==> config.mk <==
export PLATFORM = sky130hd
export DESIGN_NAME = cpf_check_digit_validator_top
export DESIGN_NICKNAME = d
export VERILOG_FILES = /design/src/hw/rtl/cdv_pkg.sv /design/src/hw/rtl/cpf_check_digit_validator_top.sv /design/src/hw/rtl/cdv_dabble_stage.sv /design/src/hw/rtl/cdv_wsum_stage.sv /design/src/hw/rtl/cdv_mod11_stage.sv /design/src/hw/rtl/cdv_check_stage.sv
export SDC_FILE = /design/constraint.sdc
export NUM_CORES = 2
export LEC_CHECK = 0
export BUFFER_PORTS_ARGS = -buffer_cell sky130_fd_sc_hd__buf_2
export CAP_MARGIN = 20
export CORE_MARGIN = 4
export CORE_UTILIZATION = 25
export DETAILED_ROUTE_END_ITERATION = 10
export PLACE_DENSITY = 0.38
export SYNTH_ARGS = -nofsm -noshare
export SYNTH_HDL_FRONTEND = slang
export SYNTH_SLANG_ARGS = --single-unit
==> constraint.sdc <==
create_clock -name i_clk -period 24.8 [get_ports i_clk]
set_input_delay 3.72 -clock i_clk [delete_from_list [all_inputs] [get_ports i_clk]]
set_output_delay 3.72 -clock i_clk [all_outputs]
set_load 0.02 [all_outputs]
==> src/hw/rtl/cdv_pkg.sv <==
// ----------------------------------------------------------------------------
// cdv_pkg
// Shared types and constants for the CPF check digit validator pipeline.
// ----------------------------------------------------------------------------
package cdv_pkg;

    localparam int ID_W        = 37;
    localparam int BIN_W       = 40;              // ID padded to whole dabble stages
    localparam int STEPS_PER_ST = 8;
    localparam int DD_STAGES   = BIN_W / STEPS_PER_ST;
    localparam int NDIG        = 11;
    localparam int BCD_W       = 4 * NDIG;
    localparam int SUM_W       = 10;              // max weighted sum is 585
    localparam int N_STAGES    = DD_STAGES + 3;   // dabble, sums, mod 11, check
    localparam int IN_TDATA_W  = 40;
    localparam int OUT_TDATA_W = 16;

    localparam logic [ID_W-1:0] ID_LIMIT = 37'd100000000000;

    localparam logic [1:0] ST_INVALID = 2'd0;
    localparam logic [1:0] ST_VALID   = 2'd1;
    localparam logic [1:0] ST_RANGE   = 2'd2;

    typedef struct packed {
        logic [BIN_W-1:0] bin;
        logic [BCD_W-1:0] bcd;
        logic             oor;
    } t_dd;

    typedef struct packed {
        logic [SUM_W-1:0] s1;
        logic [SUM_W-1:0] s2;
        logic [3:0]       d10;
        logic [3:0]       d11;
        logic             oor;
    } t_sum;

    typedef struct packed {
        logic [3:0] r1;
        logic [3:0] r2;
        logic [3:0] d10;
        logic [3:0] d11;
        logic       oor;
    } t_rem;

    typedef struct packed {
        logic [3:0] c2;
        logic [3:0] c1;
        logic [1:0] status;
    } t_res;

endpackage

==> src/hw/rtl/cpf_check_digit_validator_top.sv <==
// Throughput: one item per cycle unless m_axis_tready stalls the pipeline; five
// binary-to-BCD stages of eight steps, then weighted sums, modulo 11 and check stages, each a register stage.
// A stalled stage frees as soon as the stage after it moves (bubbles collapse).
// Reset (i_rst_n low, synchronous) clears all stage valid bits; no data is kept.
// ----------------------------------------------------------------------------
// cpf_check_digit_validator_top
// Validates an 11-digit CPF identity number and reports both check digits.
// ----------------------------------------------------------------------------
module cpf_check_digit_validator_top (
    input  logic                              i_clk,
    input  logic                              i_rst_n,
    input  logic                              s_axis_tvalid,
    output logic                              s_axis_tready,
    input  logic [cdv_pkg::IN_TDATA_W-1:0]    s_axis_tdata,   // [36:0] id_number
    output logic                              m_axis_tvalid,
    input  logic                              m_axis_tready,
    output logic [cdv_pkg::OUT_TDATA_W-1:0]   m_axis_tdata    // [1:0] status,
                                                              // [5:2] first_check_digit,
                                                              // [9:6] second_check_digit
);
    import cdv_pkg::*;

    logic [N_STAGES-1:0] stage_valid;
    logic [N_STAGES-1:0] stage_rdy;
    t_dd                 dd_bus [DD_STAGES+1];
    logic [DD_STAGES:0]  dd_valid;
    t_sum                sum_data;
    t_rem                rem_data;
    t_res                res_data;
    logic [ID_W-1:0]     id_number;

    assign id_number  = s_axis_tdata[ID_W-1:0];
    assign dd_bus[0].bin = BIN_W'(id_number);
    assign dd_bus[0].bcd = '0;
    assign dd_bus[0].oor = (id_number >= ID_LIMIT);
    assign dd_valid[0]   = s_axis_tvalid;

    // a stage takes new data when it is empty or its content moves on
    always_comb begin
        stage_rdy[N_STAGES-1] = !stage_valid[N_STAGES-1] || m_axis_tready;
        for (int k = N_STAGES-2; k >= 0; k--) begin
            stage_rdy[k] = !stage_valid[k] || stage_rdy[k+1];
        end
    end

    assign s_axis_tready = stage_rdy[0];

    for (genvar g = 0; g < DD_STAGES; g++) begin : g_dd
        cdv_dabble_stage u_dd (
            .i_clk   (i_clk),
            .i_rst_n (i_rst_n),
            .i_load  (stage_rdy[g]),
            .i_valid (dd_valid[g]),
            .i_data  (dd_bus[g]),
            .o_valid (dd_valid[g+1]),
            .o_data  (dd_bus[g+1])
        );
        assign stage_valid[g] = dd_valid[g+1];
    end

    cdv_wsum_stage u_wsum (
        .i_clk   (i_clk),
        .i_rst_n (i_rst_n),
        .i_load  (stage_rdy[DD_STAGES]),
        .i_valid (dd_valid[DD_STAGES]),
        .i_data  (dd_bus[DD_STAGES]),
        .o_valid (stage_valid[DD_STAGES]),
        .o_data  (sum_data)
    );

    cdv_mod11_stage u_mod11 (
        .i_clk   (i_clk),
        .i_rst_n (i_rst_n),
        .i_load  (stage_rdy[DD_STAGES+1]),
        .i_valid (stage_valid[DD_STAGES]),
        .i_data  (sum_data),
        .o_valid (stage_valid[DD_STAGES+1]),
        .o_data  (rem_data)
    );

    cdv_check_stage u_check (
        .i_clk   (i_clk),
        .i_rst_n (i_rst_n),
        .i_load  (stage_rdy[DD_STAGES+2]),
        .i_valid (stage_valid[DD_STAGES+1]),
        .i_data  (rem_data),
        .o_valid (stage_valid[DD_STAGES+2]),
        .o_data  (res_data)
    );

    assign m_axis_tvalid = stage_valid[N_STAGES-1];
    assign m_axis_tdata  = OUT_TDATA_W'(res_data);

    a_range_zero: assert property (@(posedge i_clk) disable iff (!i_rst_n)
        (m_axis_tvalid && res_data.status == ST_RANGE) |-> (res_data.c1 == 4'd0 &&
        res_data.c2 == 4'd0))
        else $error("out of range result carries nonzero check digits");

    a_digit_range: assert property (@(posedge i_clk) disable iff (!i_rst_n)
        m_axis_tvalid |-> (res_data.c1 <= 4'd9 && res_data.c2 <= 4'd9))
        else $error("check digit above 9");

    a_reset_empty: assert property (@(posedge i_clk)
        !i_rst_n |=> (stage_valid == '0))
        else $error("pipeline holds valid data after reset");

    a_full_stall: assert property (@(posedge i_clk) disable iff (!i_rst_n)
        (&stage_valid && !m_axis_tready) |-> !s_axis_tready)
        else $error("input accepted while pipeline full and stalled");

endmodule

==> src/hw/rtl/cdv_dabble_stage.sv <==
// ----------------------------------------------------------------------------
// cdv_dabble_stage
// Eight shift-and-add-3 steps of binary to BCD conversion, registered.
// ----------------------------------------------------------------------------
module cdv_dabble_stage (
    input  logic          i_clk,
    input  logic          i_rst_n,
    input  logic          i_load,
    input  logic          i_valid,
    input  cdv_pkg::t_dd  i_data,
    output logic          o_valid,
    output cdv_pkg::t_dd  o_data
);
    import cdv_pkg::*;

    logic r_valid;
    t_dd  r_data;
    t_dd  n_data;

    always_comb begin
        logic [BCD_W-1:0] bcd;
        logic [BIN_W-1:0] bin;
        bcd = i_data.bcd;
        bin = i_data.bin;
        for (int s = 0; s < STEPS_PER_ST; s++) begin
            for (int d = 0; d < NDIG; d++) begin
                if (bcd[4*d +: 4] >= 4'd5) begin
                    bcd[4*d +: 4] = bcd[4*d +: 4] + 4'd3;
                end
            end
            {bcd, bin} = {bcd[BCD_W-2:0], bin, 1'b0};
        end
        n_data.bcd = bcd;
        n_data.bin = bin;
        n_data.oor = i_data.oor;
    end

    always_ff @(posedge i_clk) begin
        if (!i_rst_n) begin
            r_valid <= 1'b0;
        end else if (i_load) begin
            r_valid <= i_valid;
        end
        if (i_load && i_valid) begin
            r_data <= n_data;
        end
    end

    assign o_valid = r_valid;
    assign o_data  = r_data;

endmodule

==> src/hw/rtl/cdv_wsum_stage.sv <==
// ----------------------------------------------------------------------------
// cdv_wsum_stage
// Weighted digit sums for both check digits, registered.
// ----------------------------------------------------------------------------
module cdv_wsum_stage (
    input  logic          i_clk,
    input  logic          i_rst_n,
    input  logic          i_load,
    input  logic          i_valid,
    input  cdv_pkg::t_dd  i_data,
    output logic          o_valid,
    output cdv_pkg::t_sum o_data
);
    import cdv_pkg::*;

    logic r_valid;
    t_sum r_data;
    t_sum n_data;

    // digit k (1 = most significant) sits at bcd[4*(11-k) +: 4]
    always_comb begin
        logic [SUM_W-1:0] s1;
        logic [SUM_W-1:0] s2;
        logic [3:0]       dk;
        s1 = '0;
        s2 = '0;
        for (int k = 1; k <= 10; k++) begin
            dk = i_data.bcd[4*(NDIG-k) +: 4];
            if (k <= 9) begin
                s1 = s1 + SUM_W'(dk) * SUM_W'(11 - k);
            end
            s2 = s2 + SUM_W'(dk) * SUM_W'(12 - k);
        end
        n_data.s1  = s1;
        n_data.s2  = s2;
        n_data.d10 = i_data.bcd[7:4];
        n_data.d11 = i_data.bcd[3:0];
        n_data.oor = i_data.oor;
    end

    always_ff @(posedge i_clk) begin
        if (!i_rst_n) begin
            r_valid <= 1'b0;
        end else if (i_load) begin
            r_valid <= i_valid;
        end
        if (i_load && i_valid) begin
            r_data <= n_data;
        end
    end

    assign o_valid = r_valid;
    assign o_data  = r_data;

endmodule

==> src/hw/rtl/cdv_mod11_stage.sv <==
// ----------------------------------------------------------------------------
// cdv_mod11_stage
// Remainder of both weighted sums modulo 11, registered.
// ----------------------------------------------------------------------------
module cdv_mod11_stage (
    input  logic          i_clk,
    input  logic          i_rst_n,
    input  logic          i_load,
    input  logic          i_valid,
    input  cdv_pkg::t_sum i_data,
    output logic          o_valid,
    output cdv_pkg::t_rem o_data
);
    import cdv_pkg::*;

    logic r_valid;
    t_rem r_data;
    t_rem n_data;

    // q = floor(s*373/4096) never overshoots s/11 for s <= 585; one fixup
    function automatic logic [3:0] mod11(input logic [SUM_W-1:0] s);
        logic [18:0]      prod;
        logic [6:0]       q;
        logic [SUM_W-1:0] qx11;
        logic [SUM_W-1:0] rm;
        prod = 19'(s) * 19'd373;
        q    = prod[18:12];
        qx11 = (SUM_W'(q) << 3) + (SUM_W'(q) << 1) + SUM_W'(q);
        rm   = s - qx11;
        if (rm >= SUM_W'(11)) begin
            rm = rm - SUM_W'(11);
        end
        return rm[3:0];
    endfunction

    always_comb begin
        n_data.r1  = mod11(i_data.s1);
        n_data.r2  = mod11(i_data.s2);
        n_data.d10 = i_data.d10;
        n_data.d11 = i_data.d11;
        n_data.oor = i_data.oor;
    end

    always_ff @(posedge i_clk) begin
        if (!i_rst_n) begin
            r_valid <= 1'b0;
        end else if (i_load) begin
            r_valid <= i_valid;
        end
        if (i_load && i_valid) begin
            r_data <= n_data;
        end
    end

    assign o_valid = r_valid;
    assign o_data  = r_data;

endmodule

==> src/hw/rtl/cdv_check_stage.sv <==
// ----------------------------------------------------------------------------
// cdv_check_stage
// Check digits from remainders, digit compare and status; output register.
// ----------------------------------------------------------------------------
module cdv_check_stage (
    input  logic          i_clk,
    input  logic          i_rst_n,
    input  logic          i_load,
    input  logic          i_valid,
    input  cdv_pkg::t_rem i_data,
    output logic          o_valid,
    output cdv_pkg::t_res o_data
);
    import cdv_pkg::*;

    logic       r_valid;
    t_res       r_data;
    t_res       n_data;
    logic [3:0] c1;
    logic [3:0] c2;

    // (10*S) mod 11 = (11 - S mod 11) mod 11; a value of 10 (S mod 11 == 1) maps to 0
    always_comb begin
        c1 = (i_data.r1 <= 4'd1) ? 4'd0 : 4'd11 - i_data.r1;
        c2 = (i_data.r2 <= 4'd1) ? 4'd0 : 4'd11 - i_data.r2;
        if (i_data.oor) begin
            n_data.status = ST_RANGE;
            n_data.c1     = 4'd0;
            n_data.c2     = 4'd0;
        end else begin
            n_data.status = (i_data.d10 == c1 && i_data.d11 == c2) ? ST_VALID : ST_INVALID;
            n_data.c1     = c1;
            n_data.c2     = c2;
        end
    end

    always_ff @(posedge i_clk) begin
        if (!i_rst_n) begin
            r_valid <= 1'b0;
        end else if (i_load) begin
            r_valid <= i_valid;
        end
        if (i_load && i_valid) begin
            r_data <= n_data;
        end
    end

    assign o_valid = r_valid;
    assign o_data  = r_data;

endmodule
==> qor.txt <==
# H-tree levels - 2
post-route design area - 0.0467 mm2
worst path required time - 21.08 ns
footprint of the multi-input gates - 0.0314 mm2
Antenna Violating Nets Remaining - 0
startpoint types - primary input
cts repair resizes - 0
WP data arrival - 5.47 ns
Initial Util - 25.1%
final WL - 98.3 mm
Reg area - 0.00836 mm2
yosys warns - 0
fillers - 18200
chip height - 420 um
global-route usage over all layers - 11.1%
flop-to-flop setup slack - 15.94 ns
initial antenna violation count - 2
top_reg_cell synth - edfxtp_1
synth-to-layout area growth - 9.80%
sequential area share after synthesis - 19.7%
WL per Instance - 13.3 um
Clk Tree Root Cell - clkbuf_16
first-pass GRT wire length - 169 mm
FF-to-FF End - u_mod11.o_data[15]
fin nets - 5743
Final Hold Viols - 0
Max clock buf depth - 3
Synth Instances - 5116
layout cells sized above 1 - 8.08%
CTS tree - yes
Hold Path Stages - 0
Async SR Flop Fraction - 0%
CTS Buf Count - 43
commonest non-fill, non-tap cell in the layout - inv_1
First DRT Iteration DRCs - 1462
post-DP HPWL - 79.2 mm
Remaining DRCs - 0
EDFF count, synth - 273
status - complete, no violations
IO Pins - 62
Period minus WS final - 9.19 ns
Yosys cell types - 127
CTS clock-pin slew for the worst setup and hold paths - 0.06 ns
max-cap check violation count - 0
CORE AREA - 0.169 mm2
Post-Synthesis Cell Area - 0.0425 mm2
die area - 0.177 mm2
clock sink count - 281
worst hold start - g_dd[4].u_dd.o_data[0]
die span in x - 420 um
DR vias/cell - 4.86
Crit. End Element - primary output
largest fanout on the critical path - 6
Syn Area/Cell - 8.31 um2
Tightest Pin Transition - 1.11 ns
unrepaired setup endpoints after global routing - false
gr ovfl total - 0
final number of setup-violating endpoints - 0
Initial DRT Pass Iterations - 5
Post CTS Setup Buffer Count - 0
gp weighted congestion - 0.755
worst reg2reg startpoint - u_wsum.o_data[25]
Rows - 151
max-slew violations - 0
Synth Register Bits - 281
f_max - 109 MHz
vias in the first global route - 34700
vias post-DR - 35800
clock skew - 0.0362 ns
period utilization - 37.1%
Fin Setup TNS - 0 ns
Hold WC Path Type - reg -> reg
Worst Hold End - u_wsum.o_data[0]
Port Buf Inserts - 52
Reg2Reg Depth - 35
Setup CP Type - in -> out
CTS Hold Bufs - 0
pin count of the biggest net entering global routing - 48
leading cell types in the layout, fill and taps excluded - 589 x inv_1, 408 x ha_1, 379 x a21oi_1
clk_lat worst skew - 0.61 ns
Slew HR - 25.7%
post-place instance area - 0.0452 mm2
cell usage after synthesis, types with 55 or more instances:
cell	count	share of area, %
edfxtp_1	273	19
o21ai_1	71	0.84
nor2_1	353	3.1
a21oi_1	379	4.5
xor2_1	62	1.3
nand3_1	109	1.3
mux2i_1	109	2.6
a21o_1	79	1.4
a211oi_1	76	1.3
o21a_1	80	1.4
o211ai_1	73	1.3
nor2b_1	55	0.81
nand2_1	335	3.0
a31oi_1	70	1.0
inv_1	589	5.2
nand2b_1	100	1.5
fa_1	175	8.2
clkbuf_1	89	0.79
o21ai_0	282	3.3
nor3_1	132	1.6
ha_1	408	12
and2_1	61	0.90
xnor2_1	148	3.1
mux2_2	70	1.9
routing by layer:
metal  global-route usage (%)  share of wire (%)  vias to the layer above
li1                         -                  -                    18700
met5                        0                  0                        -
met1                     14.8                 49                    16700
met4                     1.90                1.3                        0
met3                     1.18                2.1                       67
met2                     19.4                 48                      274
cells by family after synthesis:
group / share of synthesized area, %
AO/OA/AOI/OAI: 27.2
AND/OR/NAND/NOR: 16.3
buffers and inverters: 6.60
adder cells (fa/ha/maj): 20.4
flip-flops: 19.7
XOR/XNOR: 5.21
multiplexers: 4.61
other: 0.00882
per-stage QoR:
stage          hold WS (ns)  cells  util (%)  worst slack [ns]
4_1_cts               0.412   7368      27.6             15.60
2_1_floorplan         0.400   5121         -             16.24
6_report              0.415   7370      27.6             15.61
5_1_grt               0.421   7369      27.6             15.20
3_5_place_dp          0.405   7288      26.7             15.62
3_3_place_gp          0.401   7288      26.7             15.64
cell type report:
type                            count  area share (%)
Sequential cell                   281            17.9
Clock inverter                     34           0.703
Multi-Input combinational cell   4107            67.3
Clock buffer                       46            2.33
Timing Repair Buffer               71           0.880
Antenna cell                        1         0.00536
Tap cell                         2218            5.95
Inverter                          612            4.92
registers in the layout, indices dropped and copies added, names as in the netlist:
signal,cells
g_dd.u_dd.o_data,217
u_mod11.o_valid,1
u_wsum.o_valid,1
u_check.o_valid,1
g_dd.u_dd.o_valid,5
u_mod11.o_data,17
u_wsum.o_data,29
u_check.o_data,10
worst max-delay path by stage:
stage          slack (ns)         startpoint                  to  cells past startpoint
2_1_floorplan       16.24      m_axis_tready       s_axis_tready                      6
3_3_place_gp        15.64      m_axis_tready       s_axis_tready                      9
3_5_place_dp        15.62      m_axis_tready       s_axis_tready                      9
4_1_cts             15.60      m_axis_tready       s_axis_tready                      9
5_1_grt             15.20  u_wsum.o_data[25]  u_mod11.o_data[15]                     35
6_report            15.61      m_axis_tready       s_axis_tready                      9
critical path, stage by stage:
cell	delay, ns
buf_2	0.09
nor2b_1	0.30
and3_1	0.27
and2_0	0.16
buf_4	0.20
nand3_1	0.11
nor2_1	0.33
nand2_1	0.12
buf_2	0.17
Power is not shown: default switching activity piles up to over one toggle a cycle in this logic, so the estimate is an artifact.
